## config.mk

```make
export PLATFORM = sky130hd
export DESIGN_NAME = rgb_to_hsv_pixel_top
export DESIGN_NICKNAME = d
export VERILOG_FILES = /design/src/rtl/rgbhsv_pkg.sv /design/src/rtl/rgbhsv_prep.sv /design/src/rtl/rgbhsv_div.sv /design/src/rtl/rgb_to_hsv_pixel_top.sv
export SDC_FILE = /design/constraint.sdc
export NUM_CORES = 1
export LEC_CHECK = 0
export ABC_CLOCK_PERIOD_IN_PS = 8800
export BUFFER_PORTS_ARGS = -buffer_cell sky130_fd_sc_hd__buf_2
export CAP_MARGIN = 15
export CELL_PAD_IN_SITES_DETAIL_PLACEMENT = 1
export CELL_PAD_IN_SITES_GLOBAL_PLACEMENT = 1
export CORE_UTILIZATION = 48
export DETAILED_ROUTE_END_ITERATION = 7
export PLACE_DENSITY = 0.79
export REMOVE_ABC_BUFFERS = 1
export SETUP_SLACK_MARGIN = 0.02
export SYNTH_ARGS = -nofsm -noshare
export SYNTH_HDL_FRONTEND = slang
export SYNTH_HIERARCHICAL = 1
export SYNTH_SLANG_ARGS = --single-unit
```

## constraint.sdc

```tcl
create_clock -name clk -period 8.8 [get_ports clk]
set_input_delay 0.88 -clock clk [delete_from_list [all_inputs] [get_ports clk]]
set_output_delay 0.88 -clock clk [all_outputs]
set_load 0.01 [all_outputs]
```

## src/rtl/rgbhsv_pkg.sv

```systemverilog
// shared widths, stage payload types and hue sector codes for the rgb to hsv pipeline
// no dependencies; imported by every module of the block
`default_nettype none

package rgbhsv_pkg;

    localparam int CHAN_W      = 8;
    localparam int DIFF_W      = CHAN_W + 1;
    localparam int QUO_W       = 8;
    localparam int DIV_STAGES  = QUO_W;
    localparam int SAT_NUM_W   = 2 * CHAN_W;
    localparam int SAT_DEN_W   = CHAN_W;
    localparam int SAT_DSH_W   = SAT_DEN_W + QUO_W - 1;
    localparam int HUE_DEN_W   = CHAN_W + 3;
    localparam int HUE_NUM_W   = HUE_DEN_W + CHAN_W;
    localparam int HUE_DSH_W   = HUE_DEN_W + QUO_W - 1;
    localparam int TDATA_IN_W  = 3 * CHAN_W;
    localparam int TDATA_OUT_W = 3 * CHAN_W;

    typedef enum logic [1:0] {
        BR_RED_GB,
        BR_RED_BG,
        BR_GREEN,
        BR_BLUE
    } branch_t;

    typedef struct packed {
        logic [CHAN_W-1:0] mx;
        logic [CHAN_W-1:0] mn;
        branch_t           branch;
        logic [DIFF_W-1:0] diff;
        logic              frame_end;
    } sel_t;

    typedef struct packed {
        logic [SAT_NUM_W-1:0] sat_num;
        logic [SAT_DSH_W-1:0] sat_dsh;
        logic [HUE_NUM_W-1:0] hue_num;
        logic [HUE_DSH_W-1:0] hue_dsh;
        logic [CHAN_W-1:0]    value;
        logic                 zero;
        logic                 frame_end;
    } prep_t;

    typedef struct packed {
        logic [SAT_NUM_W-1:0] sat_rem;
        logic [SAT_DSH_W-1:0] sat_dsh;
        logic [QUO_W-1:0]     sat_q;
        logic [HUE_NUM_W-1:0] hue_rem;
        logic [HUE_DSH_W-1:0] hue_dsh;
        logic [QUO_W-1:0]     hue_q;
        logic [CHAN_W-1:0]    value;
        logic                 zero;
        logic                 frame_end;
    } div_t;

endpackage

`default_nettype wire

```

## src/rtl/rgbhsv_prep.sv

```systemverilog
// front end: channel max/min and hue sector, then dividends and shifted divisors
// two register stages; uses rgbhsv_pkg
`default_nettype none

module rgbhsv_prep (
    input  wire logic                        clk,
    input  wire logic                        rst_n,
    input  wire logic                        in_valid,
    output logic                             in_ready,
    input  wire logic [rgbhsv_pkg::CHAN_W-1:0] red,
    input  wire logic [rgbhsv_pkg::CHAN_W-1:0] green,
    input  wire logic [rgbhsv_pkg::CHAN_W-1:0] blue,
    input  wire logic                        frame_end,
    output logic                             out_valid,
    input  wire logic                        out_ready,
    output rgbhsv_pkg::prep_t                out_data
);
    import rgbhsv_pkg::*;

    sel_t  a_reg, a_next;
    logic  a_valid_reg;
    prep_t b_reg, b_next;
    logic  b_valid_reg;
    logic  a_en, b_en;

    logic [CHAN_W-1:0]    d;
    logic [HUE_DEN_W-1:0] d11, base, num, den6;
    logic [HUE_NUM_W-1:0] num19;
    logic [SAT_NUM_W-1:0] d16;

    assign b_en     = ~b_valid_reg | out_ready;
    assign a_en     = ~a_valid_reg | b_en;
    assign in_ready = a_en;

    // stage a: max, min, sector and signed channel difference
    always_comb
    begin
        a_next.mx = (red > green) ? ((red > blue) ? red : blue)
                                  : ((green > blue) ? green : blue);
        a_next.mn = (red < green) ? ((red < blue) ? red : blue)
                                  : ((green < blue) ? green : blue);
        if (a_next.mx == red && green >= blue)
            a_next.branch = BR_RED_GB;
        else if (a_next.mx == red)
            a_next.branch = BR_RED_BG;
        else if (a_next.mx == green)
            a_next.branch = BR_GREEN;
        else
            a_next.branch = BR_BLUE;
        unique case (a_next.branch)
            BR_RED_GB, BR_RED_BG: a_next.diff = {1'b0, green} - {1'b0, blue};
            BR_GREEN:             a_next.diff = {1'b0, blue} - {1'b0, red};
            BR_BLUE:              a_next.diff = {1'b0, red} - {1'b0, green};
            default:              a_next.diff = '0;
        endcase
        a_next.frame_end = frame_end;
    end

    // stage b: range, sector offset, times-255 dividends
    always_comb
    begin
        d    = a_reg.mx - a_reg.mn;
        d11  = {{(HUE_DEN_W-CHAN_W){1'b0}}, d};
        den6 = (d11 << 2) + (d11 << 1);
        unique case (a_reg.branch)
            BR_RED_GB: base = '0;
            BR_RED_BG: base = den6;
            BR_GREEN:  base = d11 << 1;
            BR_BLUE:   base = d11 << 2;
            default:   base = '0;
        endcase
        num   = base + {{(HUE_DEN_W-DIFF_W){a_reg.diff[DIFF_W-1]}}, a_reg.diff};
        num19 = {{(HUE_NUM_W-HUE_DEN_W){1'b0}}, num};
        d16   = {{(SAT_NUM_W-CHAN_W){1'b0}}, d};

        b_next.sat_num   = (d16 << CHAN_W) - d16;
        b_next.sat_dsh   = {a_reg.mx, {(QUO_W-1){1'b0}}};
        b_next.hue_num   = (num19 << CHAN_W) - num19;
        b_next.hue_dsh   = {den6, {(QUO_W-1){1'b0}}};
        b_next.value     = a_reg.mx;
        b_next.zero      = (d == '0);
        b_next.frame_end = a_reg.frame_end;
    end

    always_ff @(posedge clk or negedge rst_n)
    begin
        if (!rst_n)
        begin
            a_valid_reg <= 1'b0;
            b_valid_reg <= 1'b0;
        end
        else
        begin
            if (a_en)
                a_valid_reg <= in_valid;
            if (b_en)
                b_valid_reg <= a_valid_reg;
        end
    end

    always_ff @(posedge clk)
    begin
        if (a_en)
            a_reg <= a_next;
        if (b_en)
            b_reg <= b_next;
    end

    assign out_valid = b_valid_reg;
    assign out_data  = b_reg;

endmodule

`default_nettype wire

```

## src/rtl/rgbhsv_div.sv

```systemverilog
// pipelined restoring divider, one quotient bit per stage, saturation and hue side by side
// uses rgbhsv_pkg
`default_nettype none

module rgbhsv_div (
    input  wire logic        clk,
    input  wire logic        rst_n,
    input  wire logic        in_valid,
    output logic             in_ready,
    input  wire rgbhsv_pkg::prep_t in_data,
    output logic             out_valid,
    input  wire logic        out_ready,
    output rgbhsv_pkg::div_t out_data
);
    import rgbhsv_pkg::*;

    localparam int LAST = DIV_STAGES - 1;

    div_t stg_reg   [DIV_STAGES];
    logic valid_reg [DIV_STAGES];
    logic [DIV_STAGES:0] rdy;

    assign rdy[DIV_STAGES] = out_ready;

    genvar k;
    generate
        for (k = 0; k < DIV_STAGES; k++)
        begin : g_stage
            div_t src, stg_next;
            logic src_valid;
            logic sat_ge, hue_ge;

            assign rdy[k] = ~valid_reg[k] | rdy[k+1];

            if (k == 0)
            begin : g_first
                always_comb
                begin
                    src_valid     = in_valid;
                    src.sat_rem   = in_data.sat_num;
                    src.sat_dsh   = in_data.sat_dsh;
                    src.sat_q     = '0;
                    src.hue_rem   = in_data.hue_num;
                    src.hue_dsh   = in_data.hue_dsh;
                    src.hue_q     = '0;
                    src.value     = in_data.value;
                    src.zero      = in_data.zero;
                    src.frame_end = in_data.frame_end;
                end
            end
            else
            begin : g_next
                always_comb
                begin
                    src_valid   = valid_reg[k-1];
                    src         = stg_reg[k-1];
                    src.sat_dsh = stg_reg[k-1].sat_dsh >> 1;
                    src.hue_dsh = stg_reg[k-1].hue_dsh >> 1;
                end
            end

            always_comb
            begin
                stg_next = src;
                sat_ge   = src.sat_rem >= SAT_NUM_W'(src.sat_dsh);
                hue_ge   = src.hue_rem >= HUE_NUM_W'(src.hue_dsh);
                if (sat_ge)
                    stg_next.sat_rem = src.sat_rem - SAT_NUM_W'(src.sat_dsh);
                if (hue_ge)
                    stg_next.hue_rem = src.hue_rem - HUE_NUM_W'(src.hue_dsh);
                stg_next.sat_q = {src.sat_q[QUO_W-2:0], sat_ge};
                stg_next.hue_q = {src.hue_q[QUO_W-2:0], hue_ge};
            end

            always_ff @(posedge clk or negedge rst_n)
            begin
                if (!rst_n)
                    valid_reg[k] <= 1'b0;
                else if (rdy[k])
                    valid_reg[k] <= src_valid;
            end

            always_ff @(posedge clk)
            begin
                if (rdy[k])
                    stg_reg[k] <= stg_next;
            end
        end
    endgenerate

    assign in_ready  = rdy[0];
    assign out_valid = valid_reg[LAST];
    assign out_data  = stg_reg[LAST];

`ifndef NO_ASSERTIONS
    // final remainders must be below the unshifted divisors
    a_sat_rem: assert property (@(posedge clk) disable iff (!rst_n)
        valid_reg[LAST] && !stg_reg[LAST].zero
        |-> stg_reg[LAST].sat_rem < SAT_NUM_W'(stg_reg[LAST].sat_dsh))
        else $error("saturation remainder not below divisor");

    a_hue_rem: assert property (@(posedge clk) disable iff (!rst_n)
        valid_reg[LAST] && !stg_reg[LAST].zero
        |-> stg_reg[LAST].hue_rem < HUE_NUM_W'(stg_reg[LAST].hue_dsh))
        else $error("hue remainder not below divisor");

    a_black_zero: assert property (@(posedge clk) disable iff (!rst_n)
        valid_reg[LAST] && (stg_reg[LAST].value == '0) |-> stg_reg[LAST].zero)
        else $error("black pixel not flagged as gray");
`endif

endmodule

`default_nettype wire

```

## src/rtl/rgb_to_hsv_pixel_top.sv

```systemverilog
// rgb to hsv conversion, one pixel per transfer, 8-bit channels in and out
// 11 register stages: 2 front-end, 8 divider, 1 output, the first loaded at the input
// transfer; one pixel per cycle while m_tready is not held low
// per-stage valid bits with a ready chain, so bubbles close up under stall
// rst_n clears all valid bits asynchronously; data registers are not reset
// uses rgbhsv_pkg, rgbhsv_prep, rgbhsv_div
`default_nettype none

module rgb_to_hsv_pixel_top (
    input  wire logic                               clk,
    input  wire logic                               rst_n,
    input  wire logic                               s_tvalid,
    output logic                                    s_tready,
    // red [7:0], green [15:8], blue [23:16]
    input  wire logic [rgbhsv_pkg::TDATA_IN_W-1:0]  s_tdata,
    input  wire logic                               s_tlast,
    output logic                                    m_tvalid,
    input  wire logic                               m_tready,
    // hue [7:0], saturation [15:8], value [23:16]
    output logic [rgbhsv_pkg::TDATA_OUT_W-1:0]      m_tdata,
    output logic                                    m_tlast
);
    import rgbhsv_pkg::*;

    logic  prep_valid, prep_ready;
    prep_t prep_data;
    logic  div_valid, div_ready;
    div_t  div_data;

    logic              out_valid_reg;
    logic [CHAN_W-1:0] hue_reg, sat_reg, val_reg;
    logic              last_reg;
    logic              o_en;

    rgbhsv_prep u_prep (
        .clk       (clk),
        .rst_n     (rst_n),
        .in_valid  (s_tvalid),
        .in_ready  (s_tready),
        .red       (s_tdata[CHAN_W-1:0]),
        .green     (s_tdata[2*CHAN_W-1:CHAN_W]),
        .blue      (s_tdata[3*CHAN_W-1:2*CHAN_W]),
        .frame_end (s_tlast),
        .out_valid (prep_valid),
        .out_ready (prep_ready),
        .out_data  (prep_data)
    );

    rgbhsv_div u_div (
        .clk       (clk),
        .rst_n     (rst_n),
        .in_valid  (prep_valid),
        .in_ready  (prep_ready),
        .in_data   (prep_data),
        .out_valid (div_valid),
        .out_ready (div_ready),
        .out_data  (div_data)
    );

    assign o_en      = ~out_valid_reg | m_tready;
    assign div_ready = o_en;

    always_ff @(posedge clk or negedge rst_n)
    begin
        if (!rst_n)
            out_valid_reg <= 1'b0;
        else if (o_en)
            out_valid_reg <= div_valid;
    end

    // gray and black pixels force hue and saturation to zero
    always_ff @(posedge clk)
    begin
        if (o_en)
        begin
            hue_reg  <= div_data.zero ? '0 : div_data.hue_q;
            sat_reg  <= div_data.zero ? '0 : div_data.sat_q;
            val_reg  <= div_data.value;
            last_reg <= div_data.frame_end;
        end
    end

    assign m_tvalid = out_valid_reg;
    assign m_tdata  = {val_reg, sat_reg, hue_reg};
    assign m_tlast  = last_reg;

`ifndef NO_ASSERTIONS
    a_ready_when_empty: assert property (@(posedge clk) disable iff (!rst_n)
        !m_tvalid |-> s_tready)
        else $error("input stalled with empty pipeline output");

    a_hue_range: assert property (@(posedge clk) disable iff (!rst_n)
        m_tvalid |-> (m_tdata[CHAN_W-1:0] != '1))
        else $error("hue out of range");

    a_black_pixel: assert property (@(posedge clk) disable iff (!rst_n)
        m_tvalid && (m_tdata[3*CHAN_W-1:2*CHAN_W] == '0)
        |-> (m_tdata[2*CHAN_W-1:0] == '0))
        else $error("black pixel with nonzero hue or saturation");
`endif

endmodule

`default_nettype wire
```

* After elaboration in Yosys (flattened, before gate mapping)
Memories as Yosys holds them, arrays and structs flattened.
Cells that the tools add are included.
** Storage, ports and cells
- Bits in registers :: 120
- Bits in latches :: 0
- RAM bits :: 752
- Memory bits (read-only) :: 0
- Bits of input ports :: 29
- Output and inout port bits :: 27
- Word-level logic and storage cells :: 152
- Memories kept :: 1
** Cells by class
- Add/subtract/negate cells :: 24
- $mul :: 0
- Div/mod/pow operators :: 0
- Order comparisons :: 23
- Equal/unequal tests :: 8
- Shift-type cells :: 0
- Muxes and demuxes :: 43
- Bitwise operators :: 22
- Reduce and logical (&&, ||, !) cells :: 5
** Memories
- u_div.stg_reg :: depth 8, width 94, read ports 8, clocked after memory_dff 0, write ports 8, line rgbhsv_div.sv:19 : div_t stg_reg [DIV_STAGES];
** Operator list (number)
- 19-bit 2-to-1 mux :: 8
- 19-bit by 17-bit >= comparator with 1-bit output :: 7
- 19-bit by 17-bit subtractor with 19-bit output :: 7
- 16-bit 2-to-1 mux :: 8
- 16-bit by 14-bit >= comparator with 1-bit output :: 7
- 16-bit by 14-bit subtractor with 16-bit output :: 7
- 8-bit 2-to-1 mux :: 6
- 11-bit case mux with 4 select lines :: 1
- 9-bit case mux with 3 select lines :: 1
- 8-bit by 8-bit subtractor with 9-bit output :: 3
- 8-bit > comparator :: 3
- 8-bit < comparator :: 3
- 19-bit by 18-bit >= comparator with 1-bit output :: 1
- 19-bit by 11-bit subtractor with 19-bit output :: 1
- 19-bit by 18-bit subtractor with 19-bit output :: 1
- 1-bit 2-to-1 mux :: 17
- 8-bit == test :: 2
- 16-bit by 15-bit >= comparator with 1-bit output :: 1
- 16-bit by 15-bit subtractor with 16-bit output :: 1
- 16-bit by 8-bit subtractor with 16-bit output :: 1
- 10-bit by 9-bit adder with 11-bit output :: 1
- 11-bit adder :: 1
- 1-bit NOT :: 11
- 1-bit OR :: 11
- 9 further kinds :: 15

* Logic depth before layout (Yosys ltp)
- Depth after elaboration :: 12
- Gate-level depth with buffers :: 28
- Depth with buffers taken out :: 28

* Modules after synthesis
The synthesis kept the hierarchy.
** By module, submodules not included
- rgbhsv_div :: instances 1, cells each 2731, area an instance 32712.6 um^2, sequential area each 18998.2 um^2
- rgbhsv_prep :: instances 1, cells each 708, area an instance 6911.6 um^2, sequential area each 2482.4 um^2
- rgb_to_hsv_pixel_top :: instances 1, cells each 45, area an instance 932.1 um^2, sequential area each 775.7 um^2

* Worst setup path after synthesis
Ideal clock, no wire load.
- Path type :: input port to output port
- From :: input port m_tready
- To :: output port s_tready
- Data arrival time :: 7.672 ns
- Required time :: 7.920 ns
- Slack :: 0.248 ns
- Stages on the path :: 8
- Buffers on the path :: 0
- Cell sequence :: nand2b_1 -> nor2b_1 -> and2_1 -> and3_1 -> nand3_1 -> inv_1 -> nand3_1 -> nand3b_1
** Between the ends
- Cells in the longest elaborated chain, start to end :: 11
** Ends and longest elaborated chain
- start: declaration :: line rgb_to_hsv_pixel_top.sv:18 : input wire logic m_tready,
- 1-bit OR :: line rgb_to_hsv_pixel_top.sv:60 : assign o_en = ~out_valid_reg | m_tready;
- 1-bit OR (6 in series) :: line rgbhsv_div.sv:33 : assign rdy[k] = ~valid_reg[k] | rdy[k+1];
- via u_div.rdy[2] :: line rgbhsv_div.sv:21 : logic [DIV_STAGES:0] rdy;
- 1-bit OR (2 in series) :: line rgbhsv_div.sv:33
- via prep_ready :: line rgb_to_hsv_pixel_top.sv:25 : logic prep_valid, prep_ready;
- 1-bit OR :: line rgbhsv_prep.sv:31 : assign b_en = ~b_valid_reg | out_ready;
- 1-bit OR :: line rgbhsv_prep.sv:32 : assign a_en = ~a_valid_reg | b_en;
- end: declaration :: line rgb_to_hsv_pixel_top.sv:13 : output logic s_tready,
The timed path passes the listed nets, and every way through them passes these cells.

==> impl_metrics.yaml <==
run_status:
  outcome: "finished, final reports clean"
grt:
  grtUsageMet1: 0.248
  track_usage: 0.215
  grt_max_degree: 82
  busiest_layer: "met2"
  overflow: 0
  gr-usage-met3: 0.0268
  grt_pass1_wl_um: 140000
  antenna_found_initial: 0
  use_met2: 0.406
  grt_pass1_vias: 26825
setup_path:
  worstPathMaxFanout: 12
  crit_chain: "ha_1, nor2b_1, o31a_1, o31a_1, nor2_1, inv_1, ha_1, and3_1, or4b_1, a32oi_1, a311o_1, o32a_1, nand2_1, ha_1, and4_1, a311o_1, xor2_1, ha_1, a21oi_1, nand2_1, or3b_2, xor2_1"
  critPathMaxStageDelay_ns: 0.67
  cp.arrival_ns: 7.53
  startpoint_type: "flop"
  cpMaxStageDelayCell: "nor2_1"
  crit_top_cell: "ha_1"
  crit_family: "simple AND/OR/NAND/NOR gates"
  cp-end-kind: "flop"
  required_ns: 9.15
  critical_path_class: "reg2reg"
  critical_path_buf_inv_count: 1
placed_design:
  dpl_cell_area_um2: 39400
  gp_congestion: 0.926
  port_buffers: 55
  hpwl_um: 66600
drt:
  drc: 0
  drt-vias-per-instance: 5.56
  dr.pass1.iters: 5
  ant_nets: 0
  num_vias: 24881
  finalWirelength_um: 86600
  drt_iter0_markers: 1152
  routedWlPerCell_um: 19.4
finish:
  multi_input_area_um2: 15800
  largest_reg_flops: 572
  final_cell_mix: "edfxtp_1 (678), inv_1 (335), ha_1 (268)"
  regArea_um2: 20600
  fin_util: 0.537
  diodes: 0
  area_growth_pct: 9.97
  final_common_cell: "edfxtp_1"
  drive_gt1_frac: 0.0845
  nNetsFinal: 3693
  finalInstanceArea_um2: 41900
  n_fill_cell: 8068
timing:
  setup_viol: 0
  grt_setup_unrepaired: "false"
  setup_tns_ns: 0
  period_minus_slack_ns: 7.18
  final-hold-violation-count: 0
  max_clock_freq_mhz: 139
  worst_pin_slew_ns: 1.04
  slew_headroom: 0.305
  slew_violations: 0
  finClkSkew_ns: 0.0189
  timing.final.crit_share: 0.816
clock_tree:
  cts_tree: "done"
  cts_made_buffers: 75
  clock_sinks: 689
  holdBufCountCts: 0
  cts_setup_buffers: 0
  clk_latency_ns: 0.61
  post_cts_resized: 0
  htreeDepth: 3
  path_clk_slew_ns: 0.06
  cts_root_buffer: "clkbuf_16"
  clk_path_buf_depth: 3
min_path:
  hold_path_class: "in2async"
floorplan:
  fp.dieH_um: 284
  start_util: 0.488
  coreArea_um2: 78000
  dieArea_um2: 80400
  fp-row-count: 102
  ioPinCount: 56
  die_x_um: 284
run:
  cap_violations: 0
logic_synthesis:
  postSynthCellCount: 3292
  synth.avg_cell_area_um2: 11.6
  synth_warnings: 6
  netlist_area_um2: 38100
metrics by stage:
step | std cells | hold slack, ns | setup slack (ns)
4_1_cts | 4473 | 0.136 | 1.57
3_3_place_gp | 4338 | 0.405 | 1.78
5_1_grt | 4473 | 0.171 | 1.13
2_1_floorplan | 3230 | 0.400 | 0.248
6_report | 4473 | 0.171 | 1.62
3_5_place_dp | 4338 | 0.405 | 1.59
worst reg2reg max path: stages (launching register included):
cell	delay, ns
edfxtp_1	0.43
ha_1	0.29
nor2b_1	0.14
o31a_1	0.32
o31a_1	0.32
nor2_1	0.67
inv_1	0.24
ha_1	0.39
and3_1	0.20
or4b_1	0.44
a32oi_1	0.28
a311o_1	0.28
o32a_1	0.17
nand2_1	0.07
ha_1	0.34
and4_1	0.17
a311o_1	0.33
xor2_1	0.27
ha_1	0.33
a21oi_1	0.34
nand2_1	0.20
or3b_2	0.52
xor2_1	0.16
per-layer routing:
metal | routed length (µm) | up-vias
li1 | - | 12104
met1 | 35900 | 12179
met2 | 45600 | 444
met3 | 2610 | 154
met4 | 2560 | 0
met5 | 0 | -
final cells by class:
cell class | instances | share of cell area
inverters | 343 | 0.0308
repair buffers | 68 | 0.00891
flip-flops and latches | 689 | 0.493
clock inverters | 38 | 0.0102
well taps | 1040 | 0.0311
clock buffers | 97 | 0.0486
multi-input cells | 2198 | 0.377
final timing paths:
| kind | to | cells after the start | start | slack (ns) |
|---|---|---|---|---|
| worst min-delay path | m_tvalid | 1 | rst_n | 0.17 |
| max in group asynchronous | u_prep/a_valid_reg | 1 | rst_n | 8.34 |
| worst min register to register | u_div/stg_reg[1][333] | 0 | u_div/stg_reg[1][240] | 0.41 |
| worst max register to register | u_prep/out_data[45] | 22 | u_prep/a_reg[21] | 1.62 |
| worst max-delay path | u_prep/out_data[45] | 22 | u_prep/a_reg[21] | 1.62 |
| min in group clk | u_div/stg_reg[1][333] | 0 | u_div/stg_reg[1][240] | 0.41 |
Power is left out: the tool's default activity adds up to more than one toggle a clock period on the data nets, which glitch-free logic cannot reach.
